===== config.mk =====
export PLATFORM = sky130hd
export DESIGN_NAME = cpu_instruction_execute_unit_top
export DESIGN_NICKNAME = d
export VERILOG_FILES = /design/src/design/ceu_pkg.sv /design/src/design/cpu_instruction_execute_unit_top.sv
export SDC_FILE = /design/constraint.sdc
export NUM_CORES = 1
export LEC_CHECK = 0
export BUFFER_PORTS_ARGS = -buffer_cell sky130_fd_sc_hd__buf_2
export CAP_MARGIN = 20
export CORE_MARGIN = 1
export CORE_UTILIZATION = 52
export CTS_CLUSTER_SIZE = 30
export DETAILED_ROUTE_END_ITERATION = 16
export PLACE_DENSITY = 0.88
export SLEW_MARGIN = 20
export SYNTH_ARGS = -nofsm -noshare
export SYNTH_HDL_FRONTEND = slang
export SYNTH_SLANG_ARGS = --single-unit

===== constraint.sdc =====
create_clock -name clk_i -period 2.4 [get_ports clk_i]
set_input_delay 0 -clock clk_i [delete_from_list [all_inputs] [get_ports clk_i]]
set_output_delay 0 -clock clk_i [all_outputs]
set_load 0.02 [all_outputs]

===== src/design/ceu_pkg.sv =====
// Package with operation codes, status flag positions and constants of the execute unit.
package ceu_pkg;

  typedef enum logic [5:0] {
    OP_SEC = 6'd0,
    OP_CLC = 6'd1,
    OP_LDA = 6'd2,
    OP_LDX = 6'd3,
    OP_LDY = 6'd4,
    OP_ADC = 6'd5,
    OP_SBC = 6'd6,
    OP_AND = 6'd7,
    OP_JMP = 6'd8,
    OP_TXS = 6'd9,
    OP_PHA = 6'd10,
    OP_PLA = 6'd11,
    OP_PHP = 6'd12,
    OP_CLI = 6'd13,
    OP_PLP = 6'd14,
    OP_TSX = 6'd15,
    OP_SEI = 6'd16,
    OP_SED = 6'd17,
    OP_CLD = 6'd18,
    OP_STA = 6'd19,
    OP_STX = 6'd20,
    OP_STY = 6'd21,
    OP_DEX = 6'd22,
    OP_DEY = 6'd23,
    OP_INX = 6'd24,
    OP_INY = 6'd25,
    OP_DEC = 6'd26,
    OP_INC = 6'd27,
    OP_BIT = 6'd28,
    OP_BPL = 6'd29,
    OP_BNE = 6'd30,
    OP_CMP = 6'd31,
    OP_CPX = 6'd32,
    OP_CPY = 6'd33
  } kind_e;

  localparam int unsigned FlagN = 7;
  localparam int unsigned FlagV = 6;
  localparam int unsigned FlagU = 5;
  localparam int unsigned FlagB = 4;
  localparam int unsigned FlagD = 3;
  localparam int unsigned FlagI = 2;
  localparam int unsigned FlagZ = 1;
  localparam int unsigned FlagC = 0;

  localparam logic [7:0] StackPage   = 8'h01;
  localparam logic [7:0] PushBits    = 8'b0011_0000;
  localparam logic [7:0] SpReset     = 8'hFD;
  localparam logic [7:0] StatusReset = 8'h24;

endpackage


===== src/design/cpu_instruction_execute_unit_top.sv =====
// Execute unit top level: register file, single-pass operation logic and result register.
//
// The input channel carries one decoded operation per transaction: kind, the
// operand byte and the effective address. The output channel returns one
// result transaction per operation: an optional memory write, an optional
// program counter load and the A, X, Y, SP and status registers after it.
// The operation is evaluated against the architectural registers in the cycle
// it is accepted; those registers and the result register update at that
// edge, so the result appears in the cycle after acceptance.
// One operation is accepted per cycle, limited only by the single result
// register, which frees whenever its transaction is taken.
// When the receiver stalls while a result is held, the input is stalled in
// the same cycle and the held result stays unchanged.
// Reset clears A, X and Y, sets SP to 0xFD and status to 0x24, and empties
// the result register.
module cpu_instruction_execute_unit_top (
  input  logic        clk_i,
  input  logic        rst_ni,
  input  logic        in_valid_i,
  output logic        in_stall_o,
  input  logic [5:0]  kind_i,
  input  logic [7:0]  operand_i,
  input  logic [15:0] address_i,
  output logic        out_valid_o,
  input  logic        out_stall_i,
  output logic        write_enable_o,
  output logic [15:0] write_address_o,
  output logic [7:0]  write_data_o,
  output logic        pc_load_o,
  output logic [15:0] pc_value_o,
  output logic [7:0]  acc_out_o,
  output logic [7:0]  x_out_o,
  output logic [7:0]  y_out_o,
  output logic [7:0]  sp_out_o,
  output logic [7:0]  status_out_o
);

  logic [7:0]  acc_q, acc_d;
  logic [7:0]  x_q, x_d;
  logic [7:0]  y_q, y_d;
  logic [7:0]  sp_q, sp_d;
  logic [7:0]  st_q, st_d;
  logic        out_valid_q;
  logic        we_q, we_d;
  logic [15:0] waddr_q, waddr_d;
  logic [7:0]  wdata_q, wdata_d;
  logic        pl_q, pl_d;
  logic [15:0] pcv_q, pcv_d;

  logic        accept;
  logic [7:0]  adc_m;
  logic [8:0]  sum;
  logic [7:0]  cmp_reg;
  logic [8:0]  diff;
  logic [7:0]  sp_inc;
  logic [7:0]  sp_dec;
  logic [7:0]  mem_res;

  assign in_stall_o = out_valid_q & out_stall_i;
  assign accept     = in_valid_i & ~in_stall_o;

  assign adc_m  = (kind_i == ceu_pkg::OP_SBC) ? ~operand_i : operand_i;
  assign sum    = {1'b0, acc_q} + {1'b0, adc_m} + {8'd0, st_q[ceu_pkg::FlagC]};
  assign cmp_reg = (kind_i == ceu_pkg::OP_CPX) ? x_q :
                   (kind_i == ceu_pkg::OP_CPY) ? y_q : acc_q;
  assign diff   = {1'b0, cmp_reg} - {1'b0, operand_i};
  assign sp_inc = sp_q + 8'd1;
  assign sp_dec = sp_q - 8'd1;
  assign mem_res = (kind_i == ceu_pkg::OP_DEC) ? operand_i - 8'd1 : operand_i + 8'd1;

  always_comb begin
    acc_d   = acc_q;
    x_d     = x_q;
    y_d     = y_q;
    sp_d    = sp_q;
    st_d    = st_q;
    we_d    = 1'b0;
    waddr_d = 16'd0;
    wdata_d = 8'd0;
    pl_d    = 1'b0;
    pcv_d   = 16'd0;
    case (kind_i)
      ceu_pkg::OP_SEC: st_d[ceu_pkg::FlagC] = 1'b1;
      ceu_pkg::OP_CLC: st_d[ceu_pkg::FlagC] = 1'b0;
      ceu_pkg::OP_LDA, ceu_pkg::OP_PLA: begin
        acc_d = operand_i;
        st_d[ceu_pkg::FlagN] = operand_i[7];
        st_d[ceu_pkg::FlagZ] = (operand_i == 8'd0);
        if (kind_i == ceu_pkg::OP_PLA) begin
          sp_d = sp_inc;
        end
      end
      ceu_pkg::OP_LDX: begin
        x_d = operand_i;
        st_d[ceu_pkg::FlagN] = operand_i[7];
        st_d[ceu_pkg::FlagZ] = (operand_i == 8'd0);
      end
      ceu_pkg::OP_LDY: begin
        y_d = operand_i;
        st_d[ceu_pkg::FlagN] = operand_i[7];
        st_d[ceu_pkg::FlagZ] = (operand_i == 8'd0);
      end
      ceu_pkg::OP_ADC, ceu_pkg::OP_SBC: begin
        acc_d = sum[7:0];
        st_d[ceu_pkg::FlagC] = sum[8];
        st_d[ceu_pkg::FlagV] = ~(acc_q[7] ^ adc_m[7]) & (acc_q[7] ^ sum[7]);
        st_d[ceu_pkg::FlagN] = sum[7];
        st_d[ceu_pkg::FlagZ] = (sum[7:0] == 8'd0);
      end
      ceu_pkg::OP_AND: begin
        acc_d = acc_q & operand_i;
        st_d[ceu_pkg::FlagN] = acc_q[7] & operand_i[7];
        st_d[ceu_pkg::FlagZ] = ((acc_q & operand_i) == 8'd0);
      end
      ceu_pkg::OP_JMP: begin
        pl_d  = 1'b1;
        pcv_d = address_i;
      end
      ceu_pkg::OP_TXS: sp_d = x_q;
      ceu_pkg::OP_PHA, ceu_pkg::OP_PHP: begin
        we_d    = 1'b1;
        waddr_d = {ceu_pkg::StackPage, sp_q};
        wdata_d = (kind_i == ceu_pkg::OP_PHA) ? acc_q : (st_q | ceu_pkg::PushBits);
        sp_d    = sp_dec;
      end
      ceu_pkg::OP_CLI: st_d[ceu_pkg::FlagI] = 1'b0;
      ceu_pkg::OP_PLP: begin
        sp_d = sp_inc;
        st_d = operand_i;
        st_d[ceu_pkg::FlagU] = 1'b1;
        st_d[ceu_pkg::FlagB] = 1'b0;
      end
      ceu_pkg::OP_TSX: begin
        x_d = sp_q;
        st_d[ceu_pkg::FlagN] = sp_q[7];
        st_d[ceu_pkg::FlagZ] = (sp_q == 8'd0);
      end
      ceu_pkg::OP_SEI: st_d[ceu_pkg::FlagI] = 1'b1;
      ceu_pkg::OP_SED: st_d[ceu_pkg::FlagD] = 1'b1;
      ceu_pkg::OP_CLD: st_d[ceu_pkg::FlagD] = 1'b0;
      ceu_pkg::OP_STA: begin
        we_d    = 1'b1;
        waddr_d = address_i;
        wdata_d = acc_q;
      end
      ceu_pkg::OP_STX: begin
        we_d    = 1'b1;
        waddr_d = address_i;
        wdata_d = x_q;
      end
      ceu_pkg::OP_STY: begin
        we_d    = 1'b1;
        waddr_d = address_i;
        wdata_d = y_q;
      end
      ceu_pkg::OP_DEX, ceu_pkg::OP_INX: begin
        x_d = (kind_i == ceu_pkg::OP_DEX) ? x_q - 8'd1 : x_q + 8'd1;
        st_d[ceu_pkg::FlagN] = x_d[7];
        st_d[ceu_pkg::FlagZ] = (x_d == 8'd0);
      end
      ceu_pkg::OP_DEY, ceu_pkg::OP_INY: begin
        y_d = (kind_i == ceu_pkg::OP_DEY) ? y_q - 8'd1 : y_q + 8'd1;
        st_d[ceu_pkg::FlagN] = y_d[7];
        st_d[ceu_pkg::FlagZ] = (y_d == 8'd0);
      end
      ceu_pkg::OP_DEC, ceu_pkg::OP_INC: begin
        we_d    = 1'b1;
        waddr_d = address_i;
        wdata_d = mem_res;
        st_d[ceu_pkg::FlagN] = mem_res[7];
        st_d[ceu_pkg::FlagZ] = (mem_res == 8'd0);
      end
      ceu_pkg::OP_BIT: begin
        st_d[ceu_pkg::FlagN] = operand_i[7];
        st_d[ceu_pkg::FlagV] = operand_i[6];
        st_d[ceu_pkg::FlagZ] = ((acc_q & operand_i) == 8'd0);
      end
      ceu_pkg::OP_BPL: begin
        if (!st_q[ceu_pkg::FlagN]) begin
          pl_d  = 1'b1;
          pcv_d = address_i;
        end
      end
      ceu_pkg::OP_BNE: begin
        if (!st_q[ceu_pkg::FlagZ]) begin
          pl_d  = 1'b1;
          pcv_d = address_i;
        end
      end
      ceu_pkg::OP_CMP, ceu_pkg::OP_CPX, ceu_pkg::OP_CPY: begin
        st_d[ceu_pkg::FlagC] = ~diff[8];
        st_d[ceu_pkg::FlagZ] = (diff[7:0] == 8'd0);
        st_d[ceu_pkg::FlagN] = diff[7];
      end
      default: ;
    endcase
  end

  always_ff @(posedge clk_i or negedge rst_ni) begin
    if (!rst_ni) begin
      acc_q       <= 8'd0;
      x_q         <= 8'd0;
      y_q         <= 8'd0;
      sp_q        <= ceu_pkg::SpReset;
      st_q        <= ceu_pkg::StatusReset;
      out_valid_q <= 1'b0;
    end else begin
      if (accept) begin
        acc_q       <= acc_d;
        x_q         <= x_d;
        y_q         <= y_d;
        sp_q        <= sp_d;
        st_q        <= st_d;
        out_valid_q <= 1'b1;
      end else if (!out_stall_i) begin
        out_valid_q <= 1'b0;
      end
    end
  end

  always_ff @(posedge clk_i) begin
    if (accept) begin
      we_q    <= we_d;
      waddr_q <= waddr_d;
      wdata_q <= wdata_d;
      pl_q    <= pl_d;
      pcv_q   <= pcv_d;
    end
  end

  assign out_valid_o     = out_valid_q;
  assign write_enable_o  = we_q;
  assign write_address_o = waddr_q;
  assign write_data_o    = wdata_q;
  assign pc_load_o       = pl_q;
  assign pc_value_o      = pcv_q;
  assign acc_out_o       = acc_q;
  assign x_out_o         = x_q;
  assign y_out_o         = y_q;
  assign sp_out_o        = sp_q;
  assign status_out_o    = st_q;

endmodule


# After elaboration in Yosys (flattened, before gate mapping)

Index checks and enable logic that the tools add are counted.

Register bits: 81
Input port bits: 34
Output and inout port bits: 84
Logic and storage cells: 144

Add/subtract/negate cells: 11
Eq/ne operators: 35
Mux-type cells: 29
Bitwise operators: 11
Reductions and logical operators: 42

Operators by type and width:

| operator                                                              | number |
|---|---|
| 6-bit by 5-bit equality test with 1-bit output, second input constant | 16 |
| 8-bit zero test                                                       | 8 |
| 8-bit 2-to-1 mux                                                      | 8 |
| 6-bit by 4-bit equality test with 1-bit output, second input constant | 8 |
| 16-bit case mux with 3 select lines                                   | 1 |
| 8-bit case mux with 3 select lines                                    | 2 |
| 8-bit case mux with 5 select lines                                    | 1 |
| 8-bit by 1-bit adder with 8-bit output, second input constant         | 4 |
| 16-bit 2-to-1 mux                                                     | 2 |
| 16-bit case mux with 2 select lines                                   | 1 |
| 8-bit case mux with 4 select lines                                    | 1 |
| 8-bit by 1-bit subtractor with 8-bit output, second input constant    | 4 |
| 6-bit by 3-bit equality test with 1-bit output, second input constant | 4 |
| 2-bit AND reduction                                                   | 9 |
| 8-bit case mux with 2 select lines                                    | 1 |
| 2-bit OR reduction                                                    | 8 |
| 6-bit by 2-bit equality test with 1-bit output, second input constant | 2 |
| 6-bit equality test, second input constant                            | 2 |
| 3-bit nonzero test                                                    | 4 |
| 8-bit by 8-bit adder with 9-bit output                                | 1 |
| 9-bit by 1-bit adder with 9-bit output                                | 1 |
| 1-bit case mux with 3 select lines                                    | 3 |
| 1-bit case mux with 9 select lines                                    | 1 |
| 9-bit nonzero test                                                    | 1 |
| other kinds (24)                                                      | 35 |

# Longest topological paths before layout

Depth in word-level cells: 7
Depth in mapped cells: 17
Gate-level depth less buffers: 17

# Least setup slack after synthesis

Ideal clock, no wire load.

Path kind: input -> register
Start: input port kind_i[3]
End: register st_q[1], in the netlist status_out_o[1]
Library setup time: 0.077 ns
Arrival: 3.146 ns
Required time: 2.323 ns
Slack: -0.823 ns
Cell stages on the path: 14
Buffers on the path: 1
Cell sequence: buf_2 -> and2b_1 -> and2_1 -> nand2_1 -> xnor2_1 -> fa_1 -> fa_1 -> a211oi_1 -> o21bai_1 -> a21oi_1 -> xnor2_1 -> or3_1 -> o221a_1 -> a21oi_1

Longest elaborated chain between the ends: 6
Elaborated cells between the ends (all ways): 43
Classes of those cells: add/sub (3); eq/ne (19); mux (7); reduce/logical (14)

RTL lines:

| item                                                                                                  | line                                                                                                                   | source |
|---|---|---|
| start, declared                                                                                       | cpu_instruction_execute_unit_top.sv:21                                                                                 | `input logic [5:0] kind_i,` |
| 6-bit by 3-bit equality test with 1-bit output or 6-bit equality test (tied branches)                 | cpu_instruction_execute_unit_top.sv:62, cpu_instruction_execute_unit_top.sv:82, cpu_instruction_execute_unit_top.sv:65 |  |
| 8-bit 2-to-1 mux, on equally long branches                                                            | cpu_instruction_execute_unit_top.sv:62, cpu_instruction_execute_unit_top.sv:65                                         |  |
| 8-bit by 8-bit adder with 9-bit output or 8-bit 2-to-1 mux (tied branches)                            | cpu_instruction_execute_unit_top.sv:63, cpu_instruction_execute_unit_top.sv:64                                         |  |
| 9-bit by 1-bit adder with 9-bit output or 8-bit by 8-bit subtractor with 9-bit output (tied branches) | cpu_instruction_execute_unit_top.sv:63, cpu_instruction_execute_unit_top.sv:66                                         |  |
| 8-bit zero test, on equally long branches                                                             | cpu_instruction_execute_unit_top.sv:108, cpu_instruction_execute_unit_top.sv:192                                       |  |
| 1-bit case mux with 9 select lines                                                                    | cpu_instruction_execute_unit_top.sv:82                                                                                 | `case (kind_i)` |
| end signal, assigned                                                                                  | cpu_instruction_execute_unit_top.sv:205                                                                                | `st_q <= ceu_pkg::StatusReset;` |
| end signal, assigned                                                                                  | cpu_instruction_execute_unit_top.sv:213                                                                                | `st_q <= st_d;` |
| end, declared                                                                                         | cpu_instruction_execute_unit_top.sv:42                                                                                 | `logic [7:0] st_q, st_d;` |

Parallel ways exist; a longest one is shown, timed or not.
A chain may end at the register's enable or synchronous reset.

# Worst setup path in the final report

Start: register acc_q[0], in the netlist acc_out_o[0]
End: register st_q[1], in the netlist status_out_o[1]

Longest elaborated chain between the ends: 5
Elaborated cells between the ends (all ways): 10
Classes of those cells: add/sub (3); mux (3); bitwise (1); reduce/logical (3)

RTL lines:

| item                                                                           | line                                    | source |
|---|---|---|
| start, declared                                                                | cpu_instruction_execute_unit_top.sv:38  | `logic [7:0] acc_q, acc_d;` |
| start signal, assigned                                                         | cpu_instruction_execute_unit_top.sv:201 | `acc_q <= 8'd0;` |
| start signal, assigned                                                         | cpu_instruction_execute_unit_top.sv:209 | `acc_q <= acc_d;` |
| branches (longest 4 deep; another with 8-bit by 8-bit adder with 9-bit output) | --                                      |  |
| 1-bit case mux with 9 select lines *                                           | cpu_instruction_execute_unit_top.sv:82  |  |

Mark *: on every way between the ends.

==> flow_summary.ini <==
[status]
outcome = finished, violations left
failed_checks = setup timing

[worst_hold_path]
worstHoldPathCells = 3
min_from = operand_i[5]
timing.hold.worst.class = in2reg

[global_route]
grt_antenna_before_repair = 0
grt-busiest-layer = met2
grt_first_pass_wirelength_um = 42300
groute.usage.overall_pct = 43.6
global_route.usage.met3_pct = 12.4
global_route.usage.met1_pct = 50.0
grt_pass1_vias = 7847
grt-ovfl-total = 0
use_met2_pct = 67.7
pin_count_of_the_biggest_net_entering_global_routing = 40

[finish]
area_delta_synth_final_pct = 45.3
antenna_cells_inserted = 0
layout.cells.non_filler = 1206
finish.net_count = 1117
post_route_cells_drive_above_1_share_pct = 39.2

[drt]
postRouteWirelength_um = 27700
drc = 0
route.antenna.remaining_nets = 0
route.detailed.wl_per_inst_um = 22.9
detail_route.first_pass.iterations = 6
detailroute.via_count = 7911
drt-vias-per-instance = 6.56
drt_iter0_drc = 1267

[worst_setup_path]
crit_path_start_kind = register
critPathMaxFanout = 3
startpoint = acc_out_o[0]$_DFFE_PN0P_
required_ps = 2690
critPathKind = reg2reg
timing.critical_path.to_type = register
ff2ff_path_depth = 10
crit-reg2reg-launch = acc_out_o[0]$_DFFE_PN0P_
worstPathArrival_ps = 3020

[timing]
final_period_minus_worst_setup_slack_ps = 2740
max_slew_margin_pct = 29.4
finalSetupTns_ps = -966
tightest_slew_ps = 1060
clock-skew-final_ps = 11.5
finalMaxSlewViolations = 0
finalHoldViolCount = 0
rsz0062_at_grt = true
finalWorstSetupSlack_ps = -337
layout_worst_path_cycle_share_pct = 114
final-setup-viol-count = 4
max_clock_freq_mhz = 365

[placed_design]
place.detailed.instances = 1155
placement.io_buffers = 115
detailedPlace.worstSlack_ps = -630
hpwl_um = 18100
place.gp.congestion = 1.03

[clock_network]
cts_inserted_buffers = 9
path_clk_slew_ps = 70
clock_tree.buffer_depth = 2
clkLatencyLatePin_ps = 360
clock-sinks = 81
clockRootBuffer = sky130_fd_sc_hd__clkbuf_16
cts_htree_levels = 3
tritoncts = yes

[yosys]
synth_enable_flop_cells = 42
postSynth.asyncResetShare_pct = 48.1
syn_area_um2 = 6510
synth.top_cell.area_share_pct = 19.4
avgSynthCellArea_um2 = 8.86
synth.top_cells.by_area = sky130_fd_sc_hd__edfxtp_1 (19%), sky130_fd_sc_hd__dfrtp_1 (12%), sky130_fd_sc_hd__ha_1 (8.3%), sky130_fd_sc_hd__a21oi_1 (5.6%), sky130_fd_sc_hd__xnor2_1 (4.8%)
netlist.top_cell.by_area = sky130_fd_sc_hd__edfxtp_1
synth_seq_area_share_pct = 34.5
yosys.cell_types.count = 73
yosys_register_bits = 81
synth_flop_cell = sky130_fd_sc_hd__edfxtp_1
mappedNetlistNets = 819
yosys_warnings = 0
post_synth_inst_count = 735

[floorplanning]
core_region_area_um2 = 12100
initial_core_util_pct = 53.8
ios = 118
fp.dieH_um = 114
row_count = 40
floorplan.die_area_um2 = 13000
die_w_um = 114

[power_and_ir_drop]
power_density_nw_per_um2 = 754
p_leak_uw = 0.00438
ir_worst_vdd_mv = 0.466
power_uw = 7130

[run]
timing.max_cap.violations = 0
metal layers:
| metal | wire, um | part of all wire, % |
|---|---|---|
| met1 | 9450 | 34 |
| met5 | 0 | 0 |
| met3 | 3400 | 12 |
| met2 | 12300 | 45 |
| met4 | 2470 | 8.9 |
placed cells by master, fill, tap and decap left out, drive strengths merged, types with 5 or more instances in the layout:
cell and count:
nor2b 10, xor2 8, dfstp 8, a22o 10, and2 23, and3 17
buf 308, dlygate4sd3 19, o211ai 5, clkbuf 10, o21ai 43, ha 43
nor2 61, a221oi 6, nor4 9, a21oi 75, a22oi 9, mux2i 11
o21a 7, nor3 18, a21boi 5, xnor2 37, a221o 11, inv 30
fa 7, nand2b 6, o21bai 5, dfrtp 31, nand2 56, a21o 11
a211oi 6, nand3 19, o22ai 7, edfxtp 42
cells by family after synthesis:
family,after synthesis,share of synthesized area (%)
compound gates,235,24.2
xor+xnor,45,6.17
fa+ha+maj,50,10.4
buf+inv,70,4.38
flops,81,34.5
mux,11,1.69
other cells,2,0.115
simple gates,241,18.5
path summary, 6_finish.rpt:
kind | slack, ps | end
setup / recovery | -340 | status_out_o[1]$_DFFE_PN0P_
hold / removal | 70 | y_out_o[5]$_DFFE_PN0P_
setup reg to reg | -340 | status_out_o[1]$_DFFE_PN0P_
hold reg to reg | 510 | sp_out_o[3]$_DFFE_PN1P_
max in group asynchronous | 1300 | x_out_o[0]$_DFFE_PN0P_
min in group asynchronous | 400 | sp_out_o[1]$_DFFE_PN0P_
power breakdown:
part | internal, uW | leakage, uW | switching, uW
sequential | 1700 | 0.000872 | 291
combinational | 1710 | 0.00337 | 2010
clock | 810 | 0.000139 | 611
critical path, stage by stage, from the launching register on:
cell and delay (ps):
sky130_fd_sc_hd__dfrtp_1 430, sky130_fd_sc_hd__buf_6 150, sky130_fd_sc_hd__fa_2 380, sky130_fd_sc_hd__fa_2 380, sky130_fd_sc_hd__a211oi_2 200, sky130_fd_sc_hd__o21bai_1 110
sky130_fd_sc_hd__a21oi_2 180, sky130_fd_sc_hd__xnor2_1 110, sky130_fd_sc_hd__or3_1 330, sky130_fd_sc_hd__o221a_1 260, sky130_fd_sc_hd__a21oi_1 130
stage by stage:
step	utilization (%)	cell area, um^2	hold slack, ps
2_1_floorplan	-	6640	-296
3_3_place_gp	71.0	8600	202
3_5_place_dp	71.0	8600	208
4_1_cts	76.5	9270	74.4
5_1_grt	78.1	9460	97.6
6_report	78.1	9460	74.4
cell usage after synthesis (all sizes together), types with 4 or more instances:
library cell,n
and3,17
nor3,18
dfstp,8
or3,4
o21ai,43
nor4,9
fa,7
o21a,7
a21oi,75
a221o,11
a21o,11
a222oi,4
ha,43
clkbuf,24
o211ai,5
and2,23
xor2,8
nand2b,6
a22oi,9
xnor2,37
nand3,19
a32oi,4
o21bai,5
buf,16
a211oi,6
a221oi,6
edfxtp,42
a31oi,4
inv,29
nand2,56
o22ai,7
nor2,61
dfrtp,31
mux2i,11
a22o,10
a21boi,5
a2111oi,4
nor2b,10
cell type report:
class / instances / area [um^2]
inverters: 30 / 114
repair buffers: 327 / 2270
well taps: 168 / 210
fillers: 794 / 2650
flip-flops and latches: 81 / 2250
multi-input cells: 584 / 4330
clock buffers: 10 / 229
clock inverters: 6 / 67.6
timing repair:
action                                  in CTS  in global routing
cloned                                       0                  0
resized for setup                           30                 31
endpoints found under the setup margin       6                 14
endpoints found under the hold margin       57                  0
hold buffers                                19                  0
buffers inserted                             8                  9
pin swaps                                   15                 28
state kept, by name, summed over array words and instances, names as in the netlist:
name and cells:
write_enable_o 1, x_out_o 8, write_address_o 16, status_out_o 6, write_data_o 8, y_out_o 8, pc_load_o 1, pc_value_o 16
acc_out_o 8, out_valid_o 1, sp_out_o 8
Note: power is estimated with default switching activity, not from simulation.
